## src/design/ilp_pkg.sv

```systemverilog
// Shared types and character constants for the integer literal parser.
`default_nettype none

package ilp_pkg;

  typedef enum logic [5:0] {
    MODE_START    = 6'b000001,
    MODE_ZERO     = 6'b000010,
    MODE_OCT      = 6'b000100,
    MODE_HEX      = 6'b001000,
    MODE_DEC      = 6'b010000,
    MODE_DEC_STOP = 6'b100000
  } mode_t;

  typedef enum logic [1:0] {
    RADIX_DEC = 2'd0,
    RADIX_OCT = 2'd1,
    RADIX_HEX = 2'd2
  } radix_t;

  localparam logic [7:0] CHAR_0     = 8'h30;
  localparam logic [7:0] CHAR_9     = 8'h39;
  localparam logic [7:0] CHAR_LA    = 8'h61;
  localparam logic [7:0] CHAR_LF    = 8'h66;
  localparam logic [7:0] CHAR_UA    = 8'h41;
  localparam logic [7:0] CHAR_UF    = 8'h46;
  localparam logic [7:0] CHAR_LX    = 8'h78;
  localparam logic [7:0] CHAR_UX    = 8'h58;
  localparam logic [7:0] CHAR_MINUS = 8'h2d;

  localparam logic [3:0] HEX_LETTER_OFFSET = 4'd9;
  localparam int         NUMBER_WIDTH      = 32;

endpackage

`default_nettype wire

```

## src/design/ilp_step.sv

```systemverilog
// Combinational next-state and result logic for one character of the literal.
`default_nettype none

module ilp_step #(
  parameter int VALUE_WIDTH = 32
) (
  input  ilp_pkg::mode_t                mode,
  input  logic [VALUE_WIDTH-1:0]        acc,
  input  logic                          neg,
  input  logic [7:0]                    symbol,
  input  logic                          last_symbol,
  output ilp_pkg::mode_t                mode_next,
  output logic [VALUE_WIDTH-1:0]        acc_next,
  output logic                          neg_next,
  output logic signed [ilp_pkg::NUMBER_WIDTH-1:0] number,
  output ilp_pkg::radix_t               radix_kind
);
  import ilp_pkg::*;

  logic                   is_dec;
  logic                   is_lhex;
  logic                   is_uhex;
  logic [3:0]             hex_nib;
  logic [VALUE_WIDTH-1:0] oct_acc;
  logic [VALUE_WIDTH-1:0] hex_acc;
  logic [VALUE_WIDTH-1:0] dec_acc;
  mode_t                  mode_fed;
  logic [VALUE_WIDTH-1:0] acc_fed;
  logic                   neg_fed;
  logic [VALUE_WIDTH-1:0] value;

  assign is_dec  = (symbol >= CHAR_0) && (symbol <= CHAR_9);
  assign is_lhex = (symbol >= CHAR_LA) && (symbol <= CHAR_LF);
  assign is_uhex = (symbol >= CHAR_UA) && (symbol <= CHAR_UF);
  assign hex_nib = is_dec ? symbol[3:0] : symbol[3:0] + HEX_LETTER_OFFSET;

  assign oct_acc = (acc << 3) | (VALUE_WIDTH'(symbol) - VALUE_WIDTH'(CHAR_0));
  assign hex_acc = (acc << 4) | VALUE_WIDTH'(hex_nib);
  assign dec_acc = (acc << 3) + (acc << 1) + VALUE_WIDTH'(symbol[3:0]);

  always_comb begin
    mode_fed = mode;
    acc_fed  = acc;
    neg_fed  = neg;
    unique case (mode)
      MODE_START: begin
        if (symbol == CHAR_0) begin
          mode_fed = MODE_ZERO;
        end else if (symbol == CHAR_MINUS) begin
          neg_fed  = 1'b1;
          mode_fed = MODE_DEC;
        end else if (is_dec) begin
          mode_fed = MODE_DEC;
          acc_fed  = dec_acc;
        end else begin
          mode_fed = MODE_DEC_STOP;
        end
      end
      MODE_ZERO: begin
        if ((symbol == CHAR_LX) || (symbol == CHAR_UX)) begin
          mode_fed = MODE_HEX;
        end else begin
          mode_fed = MODE_OCT;
          acc_fed  = oct_acc;
        end
      end
      MODE_OCT: begin
        acc_fed = oct_acc;
      end
      MODE_HEX: begin
        if (is_dec || is_lhex || is_uhex) begin
          acc_fed = hex_acc;
        end
      end
      MODE_DEC: begin
        if (is_dec) begin
          acc_fed = dec_acc;
        end else begin
          mode_fed = MODE_DEC_STOP;
        end
      end
      MODE_DEC_STOP: begin
      end
      default: begin
      end
    endcase
  end

  always_comb begin
    priority if ((mode_fed == MODE_ZERO) || (mode_fed == MODE_OCT)) begin
      radix_kind = RADIX_OCT;
    end else if (mode_fed == MODE_HEX) begin
      radix_kind = RADIX_HEX;
    end else begin
      radix_kind = RADIX_DEC;
    end
  end

  assign value = neg_fed ? (~acc_fed + VALUE_WIDTH'(1)) : acc_fed;

  generate
    if (VALUE_WIDTH >= NUMBER_WIDTH) begin : g_trunc
      assign number = value[NUMBER_WIDTH-1:0];
    end else begin : g_zext
      assign number = {{(NUMBER_WIDTH-VALUE_WIDTH){1'b0}}, value};
    end
  endgenerate

  assign mode_next = last_symbol ? MODE_START : mode_fed;
  assign acc_next  = last_symbol ? '0 : acc_fed;
  assign neg_next  = last_symbol ? 1'b0 : neg_fed;

endmodule

`default_nettype wire

```

## src/design/integer_literal_parser_unit.sv

```systemverilog
// Top level of the integer literal parser: parse state and result register.
// The result is registered and appears in the cycle after its last character is accepted.
// Throughput: one character per cycle while symbol_ready is high; shift-add is combinational.
// A character is taken whenever the result register is empty or being emptied.
// Reset (synchronous, active high) returns to the start mode with a zero
// accumulator and sign, and drops any pending result.
`default_nettype none

module integer_literal_parser_unit #(
  parameter int VALUE_WIDTH = 32
) (
  input  logic                                    clk,
  input  logic                                    rst,
  input  logic                                    symbol_valid,
  output logic                                    symbol_ready,
  input  logic [7:0]                              symbol,
  input  logic                                    last_symbol,
  output logic                                    result_valid,
  input  logic                                    result_ready,
  output logic signed [ilp_pkg::NUMBER_WIDTH-1:0] number,
  output logic [1:0]                              radix_kind
);
  import ilp_pkg::*;

  mode_t                          mode;
  mode_t                          mode_next;
  logic [VALUE_WIDTH-1:0]         acc;
  logic [VALUE_WIDTH-1:0]         acc_next;
  logic                           neg;
  logic                           neg_next;
  logic signed [NUMBER_WIDTH-1:0] number_next;
  radix_t                         radix_next;
  logic                           accept;

  assign symbol_ready = !result_valid || result_ready;
  assign accept       = symbol_valid && symbol_ready;

  ilp_step #(
    .VALUE_WIDTH(VALUE_WIDTH)
  ) u_step (
    .mode        (mode),
    .acc         (acc),
    .neg         (neg),
    .symbol      (symbol),
    .last_symbol (last_symbol),
    .mode_next   (mode_next),
    .acc_next    (acc_next),
    .neg_next    (neg_next),
    .number      (number_next),
    .radix_kind  (radix_next)
  );

  always_ff @(posedge clk) begin
    if (rst) begin
      mode <= MODE_START;
      acc  <= '0;
      neg  <= 1'b0;
    end else if (accept) begin
      mode <= mode_next;
      acc  <= acc_next;
      neg  <= neg_next;
    end
  end

  always_ff @(posedge clk) begin
    if (rst) begin
      result_valid <= 1'b0;
    end else if (accept && last_symbol) begin
      result_valid <= 1'b1;
    end else if (result_ready) begin
      result_valid <= 1'b0;
    end
  end

  always_ff @(posedge clk) begin
    if (accept && last_symbol) begin
      number     <= number_next;
      radix_kind <= radix_next;
    end
  end

endmodule

`default_nettype wire

```

## config.mk

```make
export PLATFORM = sky130hd
export DESIGN_NAME = integer_literal_parser_unit
export DESIGN_NICKNAME = d
export VERILOG_FILES = /design/src/design/ilp_pkg.sv /design/src/design/ilp_step.sv /design/src/design/integer_literal_parser_unit.sv
export SDC_FILE = /design/constraint.sdc
export NUM_CORES = 1
export LEC_CHECK = 0
export BUFFER_PORTS_ARGS = -buffer_cell sky130_fd_sc_hd__buf_2
export CORE_MARGIN = 10
export CORE_UTILIZATION = 54
export DETAILED_ROUTE_END_ITERATION = 10
export GPL_TIMING_DRIVEN = 0
export PLACE_DENSITY = 0.75
export SLEW_MARGIN = 20
export SYNTH_ARGS = -nofsm -noshare
export SYNTH_HDL_FRONTEND = slang
export SYNTH_SLANG_ARGS = --single-unit
export TNS_END_PERCENT = 20
```

## constraint.sdc

```tcl
create_clock -name clk -period 4.1 [get_ports clk]
set_input_delay 0.205 -clock clk [delete_from_list [all_inputs] [get_ports clk]]
set_output_delay 0.205 -clock clk [all_outputs]
set_load 0.1 [all_outputs]
```

* Word-level counts from Yosys, hierarchy flattened *
Index checks and enable logic that the tools add are counted.

storage, ports and cells
  bits in registers = 74
  input port bits = 13
  output and inout port bits = 36
  logic and storage cells = 67

cells by class
  add/subtract/negate cells = 5
  $lt $le $gt $ge = 6
  eq/ne operators = 12
  mux-type cells = 23
  bitwise operators = 3
  reductions and logical operators = 12

operators by type and width
  cell                   count
  $mux 32                7
  $pmux 32 s5            1
  $add 32x1->32 const B  1
  $add 32x32->32         1
  $add 32x4->32          1
  $not 32->32            1
  $or 32x32->32          1
  $or 32x4->32           1
  $mux 6                 5
  $pmux 6 s3             1
  $eq 8x6->1 const B     2
  $eq 8x7->1 const B     2
  $ge 8x7->1 const B     2
  $le 8x7->1 const B     2
  $eq 6x2->1 const B     2
  $eq 6x3->1 const B     2
  $eq 6x4->1 const B     2
  $sub 8x6->9 const B    1
  $ge 8x6->1 const B     1
  $le 8x6->1 const B     1
  $mux 4                 2
  $eq 6x1->1 const B     1
  $eq 6x5->1 const B     1
  $mux 1                 6
  6 further kinds        14

* Logic depth before layout (Yosys ltp) *
  depth after elaboration = 9
  depth in mapped cells = 17
  mapped depth without buffers = 16

* Cells and area by module *
A second synthesis with hierarchy kept.

second synthesis, totals
  cells, all modules = 900
  area total of the unflattened synthesis = 7340.8 µm²

modules (own cells, without submodules)
  module                       times used  cells an instance  area an instance (µm²)  seq. area each (µm²)
  ilp_step                     1           683                4558.1                  0.0
  integer_literal_parser_unit  1           217                2782.7                  1821.7

* Worst setup path before layout *
Ideal clock, no wire load.

  path kind = reg2reg
  start point = register acc[2]
  end point = register number[31] in the netlist's numbering (data pin)
  library setup time = 261 ps
  arrival time = 3982 ps
  required time = 3839 ps
  path slack = -144 ps
  stages on the path, launching flop included = 16
  buffers on the path = 0
  clock period less this slack = 4244 ps
  path through = dfxtp_1 inv_1 fa_1 inv_1 fa_1 a211oi_1 o21ai_0 a211oi_1 or4_1 a31oi_1 o41ai_1 and3_1 nand4_1 nor3_2 a41oi_1 xnor2_1

between the ends
  word-level cells in the longest chain between the ends = 9
  elaborated cells on any way between the ends = 13
  those cells by class = add/sub: 3; mux: 7; bitwise: 3

ends and longest elaborated chain
  item                       line                               text
  from (decl)                integer_literal_parser_unit.sv:27  logic [VALUE_WIDTH-1:0] acc;
  from (signal assigned)     integer_literal_parser_unit.sv:60  acc <= acc_next;
  $add 32x32->32             ilp_step.sv:39                     assign dec_acc = (acc << 3) + (acc << 1) + VALUE_WIDTH'(symbol[3:0]);
  $add 32x4->32              ilp_step.sv:39
  $mux 32                    ilp_step.sv:52, ilp_step.sv:76
  $mux 32                    ilp_step.sv:49                     end else if (symbol == CHAR_MINUS) begin
  $mux 32                    ilp_step.sv:47                     if (symbol == CHAR_0) begin
  $pmux 32 s5 *              ilp_step.sv:45                     unique case (mode)
  $not 32->32                ilp_step.sv:99                     assign value = neg_fed ? (~acc_fed + VALUE_WIDTH'(1)) : acc_fed;
  $add 32x1->32              ilp_step.sv:99
  $mux 32 *                  ilp_step.sv:99
  named net number_next[31]  integer_literal_parser_unit.sv:31  logic signed [NUMBER_WIDTH-1:0] number_next;
  to (signal assigned)       integer_literal_parser_unit.sv:77  number <= number_next;
  to (decl)                  integer_literal_parser_unit.sv:20  output logic signed [ilp_pkg::NUMBER_WIDTH-1:0] number,

The timed path passes the listed nets; every way through them passes the cells marked *.
A chain may end at the register's enable or synchronous reset.

* Worst setup path after layout *
  start point = register acc[1]
  end point = register number[29] in the netlist's numbering (data pin)

The elaborated chain is that of the path after synthesis.

==> out/summary.txt <==
Skew-Pair Late Insertion Delay: 0.34 ns
First-pass GRT wire length: 34400 um
Internal power: 1450 uW
Syn Area/Cell: 8.28 um2
Slew @ Worst Pin: 1.14 ns
CP max FO: 7
PD cells: 245 nW/um2
Minimum clock period: 4.19 ns
Hold Path Origin: result_ready
Status: finished, violations left
Worst Hold End: result_valid
Post-layout net count: 1018
Worst Path Arrival: 4.26 ns
Mapped cell area: 7070 um2
I/O Pins: 49
Nature of the critical path endpoint: flop
Worst slew margin: 24.1%
Filler Cell Count: 1076
Slew Viols, Final: 0
Initial antenna violation count: 0
Layout Area Growth over Synthesis: 19.0%
Post-Place Cells: 1072
Starting Density: 55.5%
Max Root-Sink Buffers: 2
Via-to-Cell Ratio: 6.51
Period utilization: 102%
RePlAce Congestion: 0.982
Yosys reg bits: 74
Detailed Routing Iterations Pass 1: 5
Setup CP Type: reg -> reg
FF-to-FF path depth: 14
Sequential power share: 38.8%
Yosys cell types: 84
Clock skew: 0.00912 ns
Finished Layout Cells: 1112
Seq/Total Area, Yosys: 25.8%
Hold Vio Cnt, Final: 0
Antenna Cells: 0
Core Util, Final: 66.1%
Max cap viols: 0
DRT iter0 DRCs: 749
Root buf cell: clkbuf_16
DRT Wirelength: 21500 um
Failing checks: setup timing
Clock tree from TritonCTS: yes
Total vias in the final route: 7234
Total track usage: 23.1%
Hold Path Depth: 3
CP Launch Point: acc[1]
Leakage power: 0.00364 uW
Syn Nets: 936
Startpoint Class: flop
Vias in the first global route: 6533
Antenna viol nets, final: 0
H-tree levels: 3
Net Sw Power: 604 uW
Fraction of registers with async set/reset: 0%
Setup-failing EPs final: 4
Worst R2R Setup Slack: -0.09 ns
Synth warnings: 0
Number of port buffers: 47
Reg clk slew, reported paths: 0.06 ns
Req. time, crit path: 4.16 ns
Drt wl/cell: 19.4 um
Post-route worst setup slack: -0.0942 ns
Post-Synthesis Cells: 853
Worst VDD drop: 0.000211 V
Die height: 134 um
Synth Flop Type: dfxtp_1
TritonCTS Buffers: 9
Row count: 41
Power share of the clock group: 41.4%
Die Area: 18100 um2
HPWL after DPL: 16100 um
DRC viols: 0
Largest net degree at the start of global routing: 36
Core area: 12700 um2
CTS Sinks: 74
RSZ-0062 raised after global routing: yes
Reg2Reg Launch Point: acc[1]
Comb power frac: 19.8%
Post-synth EDFFs: 34
FMAX: 238 MHz
Worst min path class: in -> reg
Die outline width: 134 um
Switch share: 29.4%
Congestion Overflow GR: 0
Worst r2r dst: number[29]
Ratio of cells with drive above 1 in the final layout: 21.6%
-- registers in the layout (all words and copies together), names as in the netlist --
name	flops
result_valid	1
number	32
acc	32
mode	6
radix_kind	2
neg	1
-- synthesized netlist by cell type, drive strengths merged, types with 12 or more instances --
cell type / instances / area share (%)
a21o: 21 / 2.2
edfxtp: 34 / 14
xor2: 21 / 2.6
dfxtp: 40 / 11
a211oi: 13 / 1.4
nand4: 12 / 1.2
inv: 18 / 0.96
xnor2: 33 / 4.1
a221oi: 14 / 1.8
a21oi: 60 / 4.3
clkbuf: 31 / 1.6
a22oi: 29 / 3.1
o21ai: 49 / 3.6
ha: 68 / 12
nor4: 12 / 1.8
nor2: 108 / 5.8
a31oi: 15 / 1.3
buf: 13 / 1.2
nand3: 17 / 1.2
nor3: 23 / 1.8
nand2: 67 / 3.6
-- what timing repair did --
item,in CTS,in global routing
setup buffers,17,15
setup endpoints to repair,25,23
resized for setup,40,44
hold endpoints to repair,0,0
hold buffers,0,0
pin swaps,26,23
-- metrics by stage --
stage          power [uW]  setup TNS [ns]  setup slack [ns]  area [um2]  hold WS [ns]
6_report             2060          -0.264           -0.0942        8410         0.217
5_1_grt              2120           -1.59            -0.231        8410         0.226
4_1_cts              2030               0           0.00544        8130         0.192
3_5_place_dp         1160          -14.79            -0.849        7520         0.497
3_3_place_gp         1160          -14.12            -0.826        7520         0.489
2_1_floorplan        1080               0           0.00431        7070         0.368
-- critical path, stage by stage (launching register included) --
cell and delay, ns:
dfxtp_2 0.42, ha_1 0.26, ha_1 0.26, fa_2 0.45, a211oi_4 0.27, o211ai_1 0.17, a21oi_1 0.21, a31oi_2 0.15
o211ai_1 0.28, a211oi_1 0.11, or3_4 0.43, or2_4 0.26, nor3_4 0.30, a31oi_1 0.15, xor2_1 0.20
-- cells by family after synthesis --
family | share of synthesized area (%)
buffers and inverters | 3.82
muxes | 0.868
xor gates and xnor gates | 6.69
AOI/OAI and AO/OA | 28.9
adders and majority gates | 12.6
DFF | 25.8
and+or+nand+nor | 21.3
-- final cells by class --
class / instances / area (um2) / area share, %
buffer: 36 / 176 / 2.10
clock inverter: 6 / 90.1 / 1.07
tap: 172 / 215 / 2.56
timing repair buffer: 79 / 475 / 5.66
clock buffer: 10 / 239 / 2.84
multi-input combinational: 717 / 5310 / 63.1
inverter: 18 / 67.6 / 0.804
sequential: 74 / 1840 / 21.8
-- placed cells by master (no fill, tap or decap), drive strengths merged, types with 4 or more instances in the layout --
| master | instances |
|---|---|
| or2 | 11 |
| a221oi | 14 |
| nor4 | 12 |
| a211o | 5 |
| a211oi | 13 |
| a221o | 11 |
| a21boi | 4 |
| a21oi | 60 |
| o2111ai | 4 |
| clkinv | 4 |
| mux2i | 5 |
| o21ai | 49 |
| o2bb2ai | 5 |
| xnor2 | 33 |
| ha | 68 |
| clkbuf | 34 |
| o21a | 9 |
| nor3 | 23 |
| nand4 | 12 |
| a21o | 21 |
| and2 | 9 |
| o211ai | 9 |
| edfxtp | 34 |
| a22oi | 29 |
| o31ai | 5 |
| nand3b | 4 |
| dfxtp | 40 |
| or4 | 6 |
| nand2 | 67 |
| buf | 91 |
| nor2 | 108 |
| and3 | 6 |
| inv | 18 |
| a31oi | 15 |
| nand2b | 9 |
| o22ai | 4 |
| xor2 | 21 |
| nand3 | 17 |
-- routing by layer --
layer  vias up  GRT usage, %  wire, um
met5         -             0         0
met4         0          10.6       786
met3        55          5.64      2250
met2       421          32.7      8980
met1      3347          32.2      9510
li1       3411             -         -
-- how the worst max path moves through the flow --
stage                  to  slack [ns]
4_1_cts        number[31]       0.005
6_report       number[29]       -0.09
3_5_place_dp   number[29]       -0.85
3_3_place_gp   number[29]       -0.83
2_1_floorplan  number[31]       0.004
5_1_grt        number[29]       -0.23
-- power by group through the flow --
stage | clock [uW] | sequential [uW] | combinational (uW)
2_1_floorplan | 0 | 906 | 174
3_3_place_gp | 0 | 813 | 350
3_5_place_dp | 0 | 813 | 351
4_1_cts | 852 | 797 | 376
5_1_grt | 888 | 799 | 429
6_report | 852 | 798 | 406
No activity file was read; power rests on OpenSTA's default activity.
